`config.mk`:
```
export PLATFORM = sky130hd
export DESIGN_NAME = complex_float_integer_power
export DESIGN_NICKNAME = d
export VERILOG_FILES = /design/src/hw/rtl/cfip_pkg.sv /design/src/hw/rtl/cfip_fpu.sv /design/src/hw/rtl/cfip_datapath.sv /design/src/hw/rtl/cfip_ctrl.sv /design/src/hw/rtl/complex_float_integer_power.sv
export SDC_FILE = /design/constraint.sdc
export NUM_CORES = 2
export LEC_CHECK = 0
export ABC_AREA = 1
export BUFFER_PORTS_ARGS = -buffer_cell sky130_fd_sc_hd__buf_2
export CAP_MARGIN = 20
export CORE_ASPECT_RATIO = 2
export CORE_MARGIN = 4
export CORE_UTILIZATION = 45
export CTS_CLUSTER_DIAMETER = 50
export DETAILED_ROUTE_END_ITERATION = 8
export GPL_TIMING_DRIVEN = 0
export SLEW_MARGIN = 20
export SYNTH_ARGS = -nofsm -noshare
export SYNTH_HDL_FRONTEND = slang
export SYNTH_SLANG_ARGS = --single-unit
```
`constraint.sdc`:
```
create_clock -name clk -period 9.3 [get_ports clk]
set_input_delay 2.79 -clock clk [delete_from_list [all_inputs] [get_ports clk]]
set_output_delay 2.79 -clock clk [all_outputs]
set_load 0.1 [all_outputs]
```
`src/hw/rtl/cfip_pkg.sv`:
```
package cfip_pkg;

    localparam int EXP_WIDTH = 64;

    localparam int SIG_W  = 50;
    localparam int EXPI_W = 12;

    localparam logic [31:0] FP_ONE    = 32'h3F80_0000;
    localparam logic [31:0] FP_ZERO   = 32'h0000_0000;
    localparam logic [31:0] CANON_NAN = 32'h7FC0_0000;

    localparam logic [5:0] DIV_LAST = 6'd48;

    typedef enum logic [1:0] {
        OP_MUL,
        OP_ADD,
        OP_SUB,
        OP_DIV
    } fp_op_t;

    typedef enum logic [2:0] {
        R_A,
        R_B,
        R_RE,
        R_IM,
        R_P0,
        R_P1,
        R_P2,
        R_P3
    } reg_sel_t;

    typedef struct packed {
        fp_op_t   op;
        reg_sel_t src_a;
        reg_sel_t src_b;
        reg_sel_t dst;
        logic     neg_a;
    } uop_t;

    typedef struct packed {
        logic load;
        logic issue;
        logic shift;
        logic capture;
        uop_t uop;
    } cmd_t;

    typedef struct packed {
        logic fpu_done;
        logic mag_zero;
        logic mag_lsb;
        logic mag_one;
        logic neg;
    } stat_t;

    typedef enum logic [2:0] {
        C_IDLE,
        C_START,
        C_BIT,
        C_SQ,
        C_ISSUE,
        C_WAIT,
        C_OUT
    } ctrl_state_t;

    typedef enum logic [2:0] {
        F_IDLE,
        F_ALIGN,
        F_PRENORM,
        F_DIV,
        F_NORM,
        F_DONE
    } fpu_state_t;

    // reciprocal, multiply into accumulator, square
    localparam logic [3:0] RECIP_START = 4'd0;
    localparam logic [3:0] RECIP_END   = 4'd4;
    localparam logic [3:0] MUL_START   = 4'd5;
    localparam logic [3:0] MUL_END     = 4'd10;
    localparam logic [3:0] SQ_START    = 4'd11;
    localparam logic [3:0] SQ_END      = 4'd15;

    localparam uop_t UOP_TABLE [16] = '{
        '{OP_MUL, R_A,  R_A,  R_P0, 1'b0},
        '{OP_MUL, R_B,  R_B,  R_P1, 1'b0},
        '{OP_ADD, R_P0, R_P1, R_P2, 1'b0},
        '{OP_DIV, R_A,  R_P2, R_A,  1'b0},
        '{OP_DIV, R_B,  R_P2, R_B,  1'b1},
        '{OP_MUL, R_RE, R_A,  R_P0, 1'b0},
        '{OP_MUL, R_IM, R_B,  R_P1, 1'b0},
        '{OP_MUL, R_IM, R_A,  R_P2, 1'b0},
        '{OP_MUL, R_RE, R_B,  R_P3, 1'b0},
        '{OP_SUB, R_P0, R_P1, R_RE, 1'b0},
        '{OP_ADD, R_P2, R_P3, R_IM, 1'b0},
        '{OP_MUL, R_A,  R_A,  R_P0, 1'b0},
        '{OP_MUL, R_B,  R_B,  R_P1, 1'b0},
        '{OP_MUL, R_B,  R_A,  R_P2, 1'b0},
        '{OP_SUB, R_P0, R_P1, R_A,  1'b0},
        '{OP_ADD, R_P2, R_P2, R_B,  1'b0}
    };

    function automatic logic is_nan(input logic [31:0] x);
        return (x[30:23] == 8'hFF) && (x[22:0] != 23'd0);
    endfunction

endpackage

```
`src/hw/rtl/cfip_fpu.sv`:
```
module cfip_fpu (
    input  logic                clk,
    input  logic                rst_n,
    input  logic                start,
    input  cfip_pkg::fp_op_t    op,
    input  logic [31:0]         a,
    input  logic [31:0]         b,
    output logic                done,
    output logic [31:0]         result
);
    import cfip_pkg::*;

    fpu_state_t state_reg, state_next;

    logic [SIG_W-1:0]         sig_reg;
    logic signed [EXPI_W-1:0] e_reg;
    logic                     sticky_reg;
    logic                     sign_reg;
    logic                     effsub_reg;
    logic [23:0]              xm_reg, ym_reg;
    logic signed [EXPI_W-1:0] xe_reg, ye_reg;
    logic [25:0]              rem_reg;
    logic [5:0]               cnt_reg;
    logic [31:0]              res_reg;

    // unpack
    logic [7:0]               ea_f, eb_f;
    logic                     a_zero, b_zero, a_inf, b_inf, any_nan;
    logic [23:0]              ma, mb;
    logic signed [EXPI_W-1:0] ea, eb;
    logic                     sbe, a_big;
    logic                     spec;
    logic [31:0]              spec_val;
    logic [47:0]              prod;

    always_comb
    begin
        ea_f    = a[30:23];
        eb_f    = b[30:23];
        a_zero  = (a[30:0] == 31'd0);
        b_zero  = (b[30:0] == 31'd0);
        a_inf   = (ea_f == 8'hFF) && (a[22:0] == 23'd0);
        b_inf   = (eb_f == 8'hFF) && (b[22:0] == 23'd0);
        any_nan = is_nan(a) || is_nan(b);
        ma      = {ea_f != 8'd0, a[22:0]};
        mb      = {eb_f != 8'd0, b[22:0]};
        ea      = (ea_f == 8'd0) ? 12'sd1 : $signed({4'b0, ea_f});
        eb      = (eb_f == 8'd0) ? 12'sd1 : $signed({4'b0, eb_f});
        sbe     = b[31] ^ (op == OP_SUB);
        a_big   = (a[30:0] >= b[30:0]);
        prod    = ma * mb;
        spec     = 1'b0;
        spec_val = CANON_NAN;
        case (op)
            OP_MUL:
            begin
                if (any_nan || (a_inf && b_zero) || (a_zero && b_inf))
                begin
                    spec = 1'b1;
                end
                else if (a_inf || b_inf)
                begin
                    spec     = 1'b1;
                    spec_val = {a[31] ^ b[31], 8'hFF, 23'd0};
                end
                else if (a_zero || b_zero)
                begin
                    spec     = 1'b1;
                    spec_val = {a[31] ^ b[31], 31'd0};
                end
            end
            OP_DIV:
            begin
                if (any_nan || (a_inf && b_inf) || (a_zero && b_zero))
                begin
                    spec = 1'b1;
                end
                else if (a_inf || b_zero)
                begin
                    spec     = 1'b1;
                    spec_val = {a[31] ^ b[31], 8'hFF, 23'd0};
                end
                else if (a_zero || b_inf)
                begin
                    spec     = 1'b1;
                    spec_val = {a[31] ^ b[31], 31'd0};
                end
            end
            default:
            begin
                if (any_nan || (a_inf && b_inf && (a[31] != sbe)))
                begin
                    spec = 1'b1;
                end
                else if (a_inf)
                begin
                    spec     = 1'b1;
                    spec_val = {a[31], 8'hFF, 23'd0};
                end
                else if (b_inf)
                begin
                    spec     = 1'b1;
                    spec_val = {sbe, 8'hFF, 23'd0};
                end
                else if (a_zero && b_zero)
                begin
                    spec     = 1'b1;
                    spec_val = {a[31] & sbe, 31'd0};
                end
            end
        endcase
    end

    // alignment and add
    logic [EXPI_W-1:0] dsh;
    logic [SIG_W-1:0]  big_sig, small_full, shifted, small_op, sum;
    logic              lost, sum_zero;

    always_comb
    begin
        dsh        = $unsigned(xe_reg - ye_reg);
        big_sig    = {1'b0, xm_reg, 25'd0};
        small_full = {1'b0, ym_reg, 25'd0};
        shifted    = small_full >> dsh;
        lost       = ((shifted << dsh) != small_full);
        small_op   = {shifted[SIG_W-1:1], shifted[0] | lost};
        sum        = effsub_reg ? (big_sig - small_op) : (big_sig + small_op);
        sum_zero   = (sum == '0);
    end

    // restoring divide step
    logic [25:0] ym_ext, r1;
    logic        ge, div_last, pre_done;

    always_comb
    begin
        ym_ext   = {2'b00, ym_reg};
        ge       = (rem_reg >= ym_ext);
        r1       = ge ? (rem_reg - ym_ext) : rem_reg;
        div_last = (cnt_reg == DIV_LAST);
        pre_done = xm_reg[23] && ym_reg[23];
    end

    // normalize and round
    logic              sig_nz, go_left, go_right, norm_done;
    logic [23:0]       mant, mant_f;
    logic [24:0]       r25;
    logic              g, st, inc;
    logic signed [EXPI_W-1:0] e_f;
    logic [31:0]       round_val;

    always_comb
    begin
        sig_nz    = (sig_reg != '0);
        go_left   = !sig_reg[SIG_W-1] && sig_nz && (e_reg > 12'sd1);
        go_right  = (e_reg < 12'sd1) && sig_nz;
        norm_done = !go_left && !go_right;
        mant      = sig_reg[SIG_W-1:SIG_W-24];
        g         = sig_reg[SIG_W-25];
        st        = (sig_reg[SIG_W-26:0] != '0) || sticky_reg;
        inc       = g && (st || mant[0]);
        r25       = {1'b0, mant} + {24'd0, inc};
        if (r25[24])
        begin
            mant_f = r25[24:1];
            e_f    = e_reg + 12'sd1;
        end
        else
        begin
            mant_f = r25[23:0];
            e_f    = e_reg;
        end
        if (!mant_f[23])
        begin
            round_val = {sign_reg, 8'd0, mant_f[22:0]};
        end
        else if (e_f >= 12'sd255)
        begin
            round_val = {sign_reg, 8'hFF, 23'd0};
        end
        else
        begin
            round_val = {sign_reg, e_f[7:0], mant_f[22:0]};
        end
    end

    always_comb
    begin
        state_next = state_reg;
        case (state_reg)
            F_IDLE:
            begin
                if (start)
                begin
                    if (spec)
                    begin
                        state_next = F_DONE;
                    end
                    else if (op == OP_MUL)
                    begin
                        state_next = F_NORM;
                    end
                    else if (op == OP_DIV)
                    begin
                        state_next = F_PRENORM;
                    end
                    else
                    begin
                        state_next = F_ALIGN;
                    end
                end
            end
            F_ALIGN:   state_next = sum_zero ? F_DONE : F_NORM;
            F_PRENORM: state_next = pre_done ? F_DIV : F_PRENORM;
            F_DIV:     state_next = div_last ? F_NORM : F_DIV;
            F_NORM:    state_next = norm_done ? F_DONE : F_NORM;
            F_DONE:    state_next = F_IDLE;
            default:   state_next = F_IDLE;
        endcase
    end

    always_ff @(posedge clk or negedge rst_n)
    begin
        if (!rst_n)
        begin
            state_reg <= F_IDLE;
        end
        else
        begin
            state_reg <= state_next;
        end
    end

    always_ff @(posedge clk)
    begin
        case (state_reg)
            F_IDLE:
            begin
                if (start)
                begin
                    res_reg    <= spec_val;
                    sticky_reg <= 1'b0;
                    sign_reg   <= a[31] ^ b[31];
                    effsub_reg <= (a[31] != sbe);
                    if (op == OP_MUL)
                    begin
                        sig_reg <= {prod, 2'b00};
                        e_reg   <= ea + eb - 12'sd126;
                    end
                    else if (op == OP_DIV)
                    begin
                        xm_reg <= ma;
                        ym_reg <= mb;
                        xe_reg <= ea;
                        ye_reg <= eb;
                    end
                    else if (a_big)
                    begin
                        xm_reg   <= ma;
                        ym_reg   <= mb;
                        xe_reg   <= ea;
                        ye_reg   <= eb;
                        sign_reg <= a[31];
                    end
                    else
                    begin
                        xm_reg   <= mb;
                        ym_reg   <= ma;
                        xe_reg   <= eb;
                        ye_reg   <= ea;
                        sign_reg <= sbe;
                    end
                end
            end
            F_ALIGN:
            begin
                sig_reg <= sum;
                e_reg   <= xe_reg + 12'sd1;
                res_reg <= FP_ZERO;
            end
            F_PRENORM:
            begin
                if (!xm_reg[23])
                begin
                    xm_reg <= {xm_reg[22:0], 1'b0};
                    xe_reg <= xe_reg - 12'sd1;
                end
                else if (!ym_reg[23])
                begin
                    ym_reg <= {ym_reg[22:0], 1'b0};
                    ye_reg <= ye_reg - 12'sd1;
                end
                else
                begin
                    rem_reg <= {2'b00, xm_reg};
                    e_reg   <= xe_reg - ye_reg + 12'sd128;
                    cnt_reg <= 6'd0;
                    sig_reg <= '0;
                end
            end
            F_DIV:
            begin
                sig_reg    <= {sig_reg[SIG_W-2:0], ge};
                rem_reg    <= {r1[24:0], 1'b0};
                cnt_reg    <= cnt_reg + 6'd1;
                sticky_reg <= (r1 != 26'd0);
            end
            F_NORM:
            begin
                if (go_left)
                begin
                    sig_reg <= {sig_reg[SIG_W-2:0], 1'b0};
                    e_reg   <= e_reg - 12'sd1;
                end
                else if (go_right)
                begin
                    sticky_reg <= sticky_reg | sig_reg[0];
                    sig_reg    <= {1'b0, sig_reg[SIG_W-1:1]};
                    e_reg      <= e_reg + 12'sd1;
                end
                else
                begin
                    res_reg <= round_val;
                end
            end
            default:
            begin
            end
        endcase
    end

    assign done   = (state_reg == F_DONE);
    assign result = res_reg;

endmodule

```
`src/hw/rtl/cfip_datapath.sv`:
```
module cfip_datapath (
    input  logic                               clk,
    input  logic                               rst_n,
    input  cfip_pkg::cmd_t                     cmd,
    output cfip_pkg::stat_t                    stat,
    input  logic [31:0]                        base_real,
    input  logic [31:0]                        base_imag,
    input  logic signed [cfip_pkg::EXP_WIDTH-1:0] exponent,
    output logic [31:0]                        result_real,
    output logic [31:0]                        result_imag
);
    import cfip_pkg::*;

    logic [31:0] a_reg, b_reg, re_reg, im_reg;
    logic [31:0] p0_reg, p1_reg, p2_reg, p3_reg;
    logic [31:0] res_re_reg, res_im_reg;
    logic [EXP_WIDTH-1:0] mag_reg;
    logic                 neg_reg;

    logic [EXP_WIDTH-1:0] x_in, mag_in;
    logic [31:0] op_a, op_b, fpu_a, fpu_res;
    logic        fpu_done;

    function automatic logic [31:0] pick(
        input reg_sel_t s,
        input logic [31:0] va, input logic [31:0] vb,
        input logic [31:0] vre, input logic [31:0] vim,
        input logic [31:0] v0, input logic [31:0] v1,
        input logic [31:0] v2, input logic [31:0] v3
    );
        logic [31:0] v;
        case (s)
            R_A:     v = va;
            R_B:     v = vb;
            R_RE:    v = vre;
            R_IM:    v = vim;
            R_P0:    v = v0;
            R_P1:    v = v1;
            R_P2:    v = v2;
            R_P3:    v = v3;
            default: v = va;
        endcase
        return v;
    endfunction

    always_comb
    begin
        x_in   = $unsigned(exponent[EXP_WIDTH-1:0]);
        mag_in = x_in[EXP_WIDTH-1] ? (~x_in + {{(EXP_WIDTH-1){1'b0}}, 1'b1}) : x_in;
        op_a   = pick(cmd.uop.src_a, a_reg, b_reg, re_reg, im_reg,
                      p0_reg, p1_reg, p2_reg, p3_reg);
        op_b   = pick(cmd.uop.src_b, a_reg, b_reg, re_reg, im_reg,
                      p0_reg, p1_reg, p2_reg, p3_reg);
        fpu_a  = cmd.uop.neg_a ? {~op_a[31], op_a[30:0]} : op_a;
    end

    cfip_fpu u_fpu (
        .clk    (clk),
        .rst_n  (rst_n),
        .start  (cmd.issue),
        .op     (cmd.uop.op),
        .a      (fpu_a),
        .b      (op_b),
        .done   (fpu_done),
        .result (fpu_res)
    );

    always_ff @(posedge clk)
    begin
        if (cmd.load)
        begin
            a_reg   <= base_real;
            b_reg   <= base_imag;
            re_reg  <= FP_ONE;
            im_reg  <= FP_ZERO;
            neg_reg <= x_in[EXP_WIDTH-1];
            mag_reg <= mag_in;
        end
        else
        begin
            if (cmd.shift)
            begin
                mag_reg <= {1'b0, mag_reg[EXP_WIDTH-1:1]};
            end
            if (fpu_done)
            begin
                case (cmd.uop.dst)
                    R_A:     a_reg  <= fpu_res;
                    R_B:     b_reg  <= fpu_res;
                    R_RE:    re_reg <= fpu_res;
                    R_IM:    im_reg <= fpu_res;
                    R_P0:    p0_reg <= fpu_res;
                    R_P1:    p1_reg <= fpu_res;
                    R_P2:    p2_reg <= fpu_res;
                    R_P3:    p3_reg <= fpu_res;
                    default: p0_reg <= fpu_res;
                endcase
            end
        end
        if (cmd.capture)
        begin
            res_re_reg <= is_nan(re_reg) ? CANON_NAN : re_reg;
            res_im_reg <= is_nan(im_reg) ? CANON_NAN : im_reg;
        end
    end

    always_comb
    begin
        stat.fpu_done = fpu_done;
        stat.mag_zero = (mag_reg == '0);
        stat.mag_lsb  = mag_reg[0];
        stat.mag_one  = (mag_reg == {{(EXP_WIDTH-1){1'b0}}, 1'b1});
        stat.neg      = neg_reg;
    end

    assign result_real = res_re_reg;
    assign result_imag = res_im_reg;

endmodule

```
`src/hw/rtl/cfip_ctrl.sv`:
```
module cfip_ctrl (
    input  logic            clk,
    input  logic            rst_n,
    input  logic            in_valid,
    output logic            in_ready,
    output logic            out_valid,
    input  logic            out_ready,
    output cfip_pkg::cmd_t  cmd,
    input  cfip_pkg::stat_t stat
);
    import cfip_pkg::*;

    ctrl_state_t state_reg, state_next;
    logic [3:0]  pc_reg, pc_next;
    logic        out_valid_reg, out_valid_next;

    always_comb
    begin
        state_next = state_reg;
        pc_next    = pc_reg;
        case (state_reg)
            C_IDLE:
            begin
                if (in_valid)
                begin
                    state_next = C_START;
                end
            end
            C_START:
            begin
                if (stat.neg)
                begin
                    pc_next    = RECIP_START;
                    state_next = C_ISSUE;
                end
                else
                begin
                    state_next = C_BIT;
                end
            end
            C_BIT:
            begin
                if (stat.mag_zero)
                begin
                    state_next = C_OUT;
                end
                else if (stat.mag_lsb)
                begin
                    pc_next    = MUL_START;
                    state_next = C_ISSUE;
                end
                else
                begin
                    state_next = C_SQ;
                end
            end
            C_SQ:
            begin
                if (stat.mag_one)
                begin
                    state_next = C_OUT;
                end
                else
                begin
                    pc_next    = SQ_START;
                    state_next = C_ISSUE;
                end
            end
            C_ISSUE:
            begin
                state_next = C_WAIT;
            end
            C_WAIT:
            begin
                if (stat.fpu_done)
                begin
                    if (pc_reg inside {RECIP_END, SQ_END})
                    begin
                        state_next = C_BIT;
                    end
                    else if (pc_reg == MUL_END)
                    begin
                        state_next = C_SQ;
                    end
                    else
                    begin
                        pc_next    = pc_reg + 4'd1;
                        state_next = C_ISSUE;
                    end
                end
            end
            C_OUT:
            begin
                if (!out_valid_reg || out_ready)
                begin
                    state_next = C_IDLE;
                end
            end
            default:
            begin
                state_next = C_IDLE;
            end
        endcase
    end

    always_comb
    begin
        in_ready    = (state_reg == C_IDLE);
        cmd.load    = (state_reg == C_IDLE) && in_valid;
        cmd.issue   = (state_reg == C_ISSUE);
        cmd.shift   = (state_reg == C_WAIT) && stat.fpu_done && (pc_reg == SQ_END);
        cmd.capture = (state_reg == C_OUT) && (!out_valid_reg || out_ready);
        cmd.uop     = UOP_TABLE[pc_reg];
        if (cmd.capture)
        begin
            out_valid_next = 1'b1;
        end
        else if (out_ready)
        begin
            out_valid_next = 1'b0;
        end
        else
        begin
            out_valid_next = out_valid_reg;
        end
    end

    always_ff @(posedge clk or negedge rst_n)
    begin
        if (!rst_n)
        begin
            state_reg     <= C_IDLE;
            pc_reg        <= 4'd0;
            out_valid_reg <= 1'b0;
        end
        else
        begin
            state_reg     <= state_next;
            pc_reg        <= pc_next;
            out_valid_reg <= out_valid_next;
        end
    end

    assign out_valid = out_valid_reg;

endmodule

```
`src/hw/rtl/complex_float_integer_power.sv`:
```
// Complex power of a single-precision base by a signed integer exponent.
// Input channel: in_valid/in_ready with base_real, base_imag (binary32
// patterns) and exponent (two's complement). Output channel:
// out_valid/out_ready with result_real, result_imag; any NaN comes out
// as 0x7FC00000.
// One item is worked on at a time; in_ready is high only while idle.
// After setup, a negative exponent first forms the reciprocal of the
// base with two divides; then each exponent bit up to the top set bit
// multiplies the base into the result if set and squares the base,
// except at the top set bit; exponent zero goes straight to the output.
// Each add, multiply and divide runs on one shared iterative FPU;
// subnormal and cancellation cases add normalization shifts of one
// bit per cycle.
// The result sits in an output register: the next item is accepted while
// it waits, but a finished result is held until the old one is taken.
// Reset clears the sequencer and the output valid; no result is pending.
module complex_float_integer_power (
    input  logic                                  clk,
    input  logic                                  rst_n,
    input  logic                                  in_valid,
    output logic                                  in_ready,
    input  logic [31:0]                           base_real,
    input  logic [31:0]                           base_imag,
    input  logic signed [cfip_pkg::EXP_WIDTH-1:0] exponent,
    output logic                                  out_valid,
    input  logic                                  out_ready,
    output logic [31:0]                           result_real,
    output logic [31:0]                           result_imag
);
    import cfip_pkg::*;

    cmd_t  cmd;
    stat_t stat;

    cfip_datapath u_dp (
        .clk         (clk),
        .rst_n       (rst_n),
        .cmd         (cmd),
        .stat        (stat),
        .base_real   (base_real),
        .base_imag   (base_imag),
        .exponent    (exponent),
        .result_real (result_real),
        .result_imag (result_imag)
    );

    cfip_ctrl u_ctrl (
        .clk       (clk),
        .rst_n     (rst_n),
        .in_valid  (in_valid),
        .in_ready  (in_ready),
        .out_valid (out_valid),
        .out_ready (out_ready),
        .cmd       (cmd),
        .stat      (stat)
    );

    a_busy_after_accept: assert property (@(posedge clk) disable iff (!rst_n)
        in_valid && in_ready |=> !in_ready)
        else $error("accepted a second item back to back");

    a_no_overwrite: assert property (@(posedge clk) disable iff (!rst_n)
        cmd.capture |-> (!out_valid || out_ready))
        else $error("result overwritten before it was taken");

    a_issue_while_done: assert property (@(posedge clk) disable iff (!rst_n)
        stat.fpu_done |-> !cmd.issue)
        else $error("FPU op issued while previous result retiring");

endmodule

```
==> results.txt, run 1 <==
Syn Area/Cell -> 7.73 um2
Most frequent cell after synthesis -> nand2_1
GPL Wtd Cong -> 1.10
Clock root buffer -> clkbuf_16
Status -> did not finish
Asr flop ratio synth -> 1.84%
Dominant synthesized flop cell -> edfxtp_1
H-tree Lvls -> 2
Number of port buffers -> 197
Number of global-route vias before repair -> 69900
Clock Sinks -> 597
CTS Hold Bufs -> 0
Gr ovfl total -> 28
Synthesized flop and latch total -> 597
First-pass GRT wire length -> 546 mm
Yosys warns -> 0
Top-area cell type share of the netlist area -> 25.7%
CTS max path bufs -> 3
Chip height -> 529 um
Seq/Total Area, Yosys -> 28.3%
Largest net degree at the start of global routing -> 33
Synth area leader -> edfxtp_1
Post-synth EDFFs -> 522
Failed at -> global routing
Stop Error -> [ERROR GRT-0116] Global routing finished with congestion. Check the congestion regions in the DRC Viewer.
Synth top cells by count -> nand2_1 (1803), inv_1 (1157), nand3_1 (632)
Starting Density -> 45.4%
Main area contributors after synthesis -> edfxtp_1 (26%), fa_1 (16%), nand2_1 (11%), ha_1 (7.1%), inv_1 (7.1%)
Synth cell types -> 73
Mapped Cells -> 7887
Post-synthesis net count -> 8853
Syn Std Cell Area -> 61000 um2
Gr usage total -> 54.7%
HPWL Detailed -> 284 mm
Die W -> 268 um
Row cnt -> 190
TritonCTS buffer count -> 59
Boundary Pins -> 198
-- stage by stage --
stage,setup slack [ns],TNS [ns],cells,area (um2)
after floorplan,-0.0181,-0.0181,7887,61300
after global placement,-4.89,-141.47,9812,64500
after detailed placement,-4.95,-140.45,9840,65100
after CTS,-0.980,-12.43,10200,71700
-- cells by family after synthesis --
family | after synthesis | synth area share, %
XOR/XNOR | 178 | 2.57
AND/OR/NAND/NOR | 3436 | 24.0
multiplexers | 1 | 0.0164
adder cells (fa/ha/maj) | 834 | 23.1
flip-flops | 597 | 28.3
buffers and inverters | 1571 | 9.80
AO/OA/AOI/OAI | 1270 | 12.2
-- timing repair --
action                     4_1_cts
pin swaps                      131
setup endpoints to repair      104
setup buffers                  240
cloned                           2
gates resized for setup        645
-- per-layer routing --
metal | GRT overflow | GRT usage, %
met5 | 0 | 2.74
met4 | 19 | 65.1
met3 | 2 | 25.5
met2 | 7 | 84.0
met1 | 0 | 47.8
==> run 2: changes to the inputs <==
CORE_ASPECT_RATIO = default   (was 2)
CORE_UTILIZATION = 30   (was 45)
CTS_CLUSTER_DIAMETER = default   (was 50)
PLACE_DENSITY_LB_ADDON = 0.15   (was default)
clock period = 12.09 ns   (was 9.3 ns; I/O delays follow)
==> run 2 against run 1 <==
Effect of this change: the flow now finishes without violations; synthesized area is the same; synthesized cell count unchanged.
==> results.txt, run 2 <==
Initial antenna violation count -> 29
Syn Area/Cell -> 7.73 um2 (unchanged)
Setup CP Type -> flop to flop
R2r setup slk -> 0.43 ns
Iteration-0 DRC Markers -> 6851
Nets@finish -> 9192
CP endpoint kind -> flop
Seq/Total Area, Yosys -> 28.3% (unchanged)
Crit path largest cell delay -> 0.58 ns
Gr ovfl total -> 0
CP max stage cell -> fa_1
Main area contributors after synthesis -> edfxtp_1 (26%), fa_1 (16%), nand2_1 (11%), ha_1 (7.1%), inv_1 (7.1%)
Max Cap Viol -> 0
Reg2Reg Depth -> 45
Post-synthesis net count -> 8853 (unchanged)
Number of global-route vias before repair -> 58900
WHS Endpoint -> u_dp.result_real[25]
Most frequent cells in the layout -> nand2_1 (1796), inv_1 (1139), nand3_1 (624)
Final Hold Viols -> 0
CTS max path bufs -> 3 (unchanged)
Tmin final -> 11.66 ns
Boundary Pins -> 198 (unchanged)
First-pass GRT wire length -> 430 mm
Most frequent cell after synthesis -> nand2_1
DRC -> 0
HPWL Detailed -> 246 mm (-13%)
Number of port buffers -> 197 (unchanged)
Share of cells above drive strength 1 -> 8.70%
CP required -> 12.51 ns
Post-synth EDFFs -> 522 (unchanged)
Die W -> 459 um (+71%)
TritonCTS buffer count -> 75 (+27%)
Clk_lat worst skew -> 0.70 ns
WL final -> 303 mm
Dpl ws -> -3.89 ns (+1.06 ns)
Hold WC Path Type -> flop to flop
Chip height -> 459 um (-13%)
Worst reg2reg endpoint -> u_dp.u_fpu.sig_reg[46]
Max-slew violation count -> 0
Fin cells -> 11000
Yosys warns -> 0 (unchanged)
Worst-margin pin slew -> 1.19 ns
Clk pin slew, worst setup/hold paths -> 0.06 ns
Via count -> 60400
Setup WS post-layout -> 0.429 ns
Detail Route Antenna Nets -> 0
Critical Path AT -> 12.08 ns
Crit path launch type -> flop
Gr usage total -> 28.1%
Syn Std Cell Area -> 61000 um2 (unchanged)
CP most frequent cell -> fa_1
Top-area cell type share of the netlist area -> 25.7% (unchanged)
H-tree Lvls -> 3 (+1)
Most common cell after layout, fill and taps aside -> nand2_1
Worst r2r src -> u_ctrl.pc_reg[3]
Synth area leader -> edfxtp_1
Placed cells -> 10800 (+9.6%)
Largest fanout on the critical path -> 10
Synthesized flop and latch total -> 597 (unchanged)
Post-DR vias/cell -> 5.50
Area grow syn2layout -> 14.2%
Max-slew headroom -> 20.4%
Routed WL per cell -> 27.6 um
Dominant synthesized flop cell -> edfxtp_1
Worst path bufs/invs -> 9
Status -> finished, final reports clean
Clock Sinks -> 597 (unchanged)
Synth cell types -> 73 (unchanged)
CTS tree -> done
Detailed Routing Iterations Pass 1 -> 6
Die area -> 211000 um2
Max reg flops -> 64
Clock Skew -> 0.0419 ns
Core Area -> 202000 um2
Row cnt -> 165 (-13%)
Hold Crit Start -> u_dp.re_reg[25]
Endpoints failing setup -> 0
Synth top cells by count -> nand2_1 (1803), inv_1 (1157), nand3_1 (632)
Min-Delay Path Depth -> 1
Fmax -> 0.0858 GHz
Starting Density -> 30.2% (-15 points)
Crit path max-delay family -> adder cells
GPL Wtd Cong -> 0.998 (-9.0%)
CTS Hold Bufs -> 0 (unchanged)
Final core occ -> 34.5%
Mapped Cells -> 7887 (unchanged)
Asr flop ratio synth -> 1.84% (unchanged)
Clock root buffer -> clkbuf_16
Period utilisation layout -> 96.5%
Largest net degree at the start of global routing -> 33
run 2: cell counts after synthesis:
Identical to the previous run, type by type.
run 2: repair_timing:
action,4_1_cts,5_1_grt
pin swaps,13,5
endpoints found under the setup margin,26,16
setup buffers,30,11
gates resized for setup,241,93
gates cloned,0,0
run 2: cell families after synthesis:
logic type	after synthesis	synth area share [%]
flops	597	28.3
buf+inv	1571	9.80
mux	1	0.0164
simple gates	3436	24.0
fa+ha+maj	834	23.1
xor+xnor	178	2.57
compound gates	1270	12.2
run 2: worst max path at each step:
stage | start | cells after the start | slack (ns) | to
CTS | u_ctrl.pc_reg[0] | 55 | 0.01 | u_dp.u_fpu.sig_reg[46]
global route | u_ctrl.pc_reg[3] | 48 | -0.02 | u_dp.u_fpu.sig_reg[46]
floorplan | u_ctrl.pc_reg[0] | 52 | 1.87 | u_dp.u_fpu.sig_reg[46]
global placement | u_ctrl.pc_reg[0] | 48 | -4.05 | u_dp.u_fpu.sig_reg[46]
detailed placement | u_ctrl.pc_reg[0] | 54 | -3.89 | u_dp.u_fpu.sig_reg[46]
finish | u_ctrl.pc_reg[3] | 45 | 0.43 | u_dp.u_fpu.sig_reg[46]
run 2: area by class of cell:
class	instances	area [um2]
multi-input cells	5719	38400
diodes	13	32.5
clock buffers	104	2090
plain buffers	376	1750
well taps	2672	3340
fillers	21500	132000
flip-flops and latches	597	17200
repair buffers	267	1810
inverters	1190	4540
clock inverters	36	434
run 2: layer usage:
metal	global-route usage (%)	vias to the layer above	routed length, um
met5	0	-	148
met4	11.5	24	14600
met1	38.4	29900	130000
met2	43.2	2998	132000
li1	-	26900	-
met3	5.89	620	27000
run 2: worst reg2reg max path, delay by kind of cell (launching register included):
| kind | cells | cell delay (ns) |
|---|---|---|
| compound gates | 18 | 3.18 |
| xor+xnor | 1 | 0.18 |
| fa+ha+maj | 8 | 3.99 |
| buf+inv | 9 | 1.84 |
| flops | 1 | 0.51 |
| simple gates | 9 | 1.71 |
run 2: through the flow:
step                hold slack, ns  setup TNS [ns]  area, um2
floorplan                    0.469               0      61000
global placement             0.499          -59.15      65300
detailed placement           0.502          -54.84      66000
CTS                          0.521               0      69300
global route                 0.547         -0.0227      69600
finish                       0.520               0      69600
Power of run 2 is left out: the tool's default activity adds up to more than one toggle a clock period on the data nets, which glitch-free logic cannot reach.
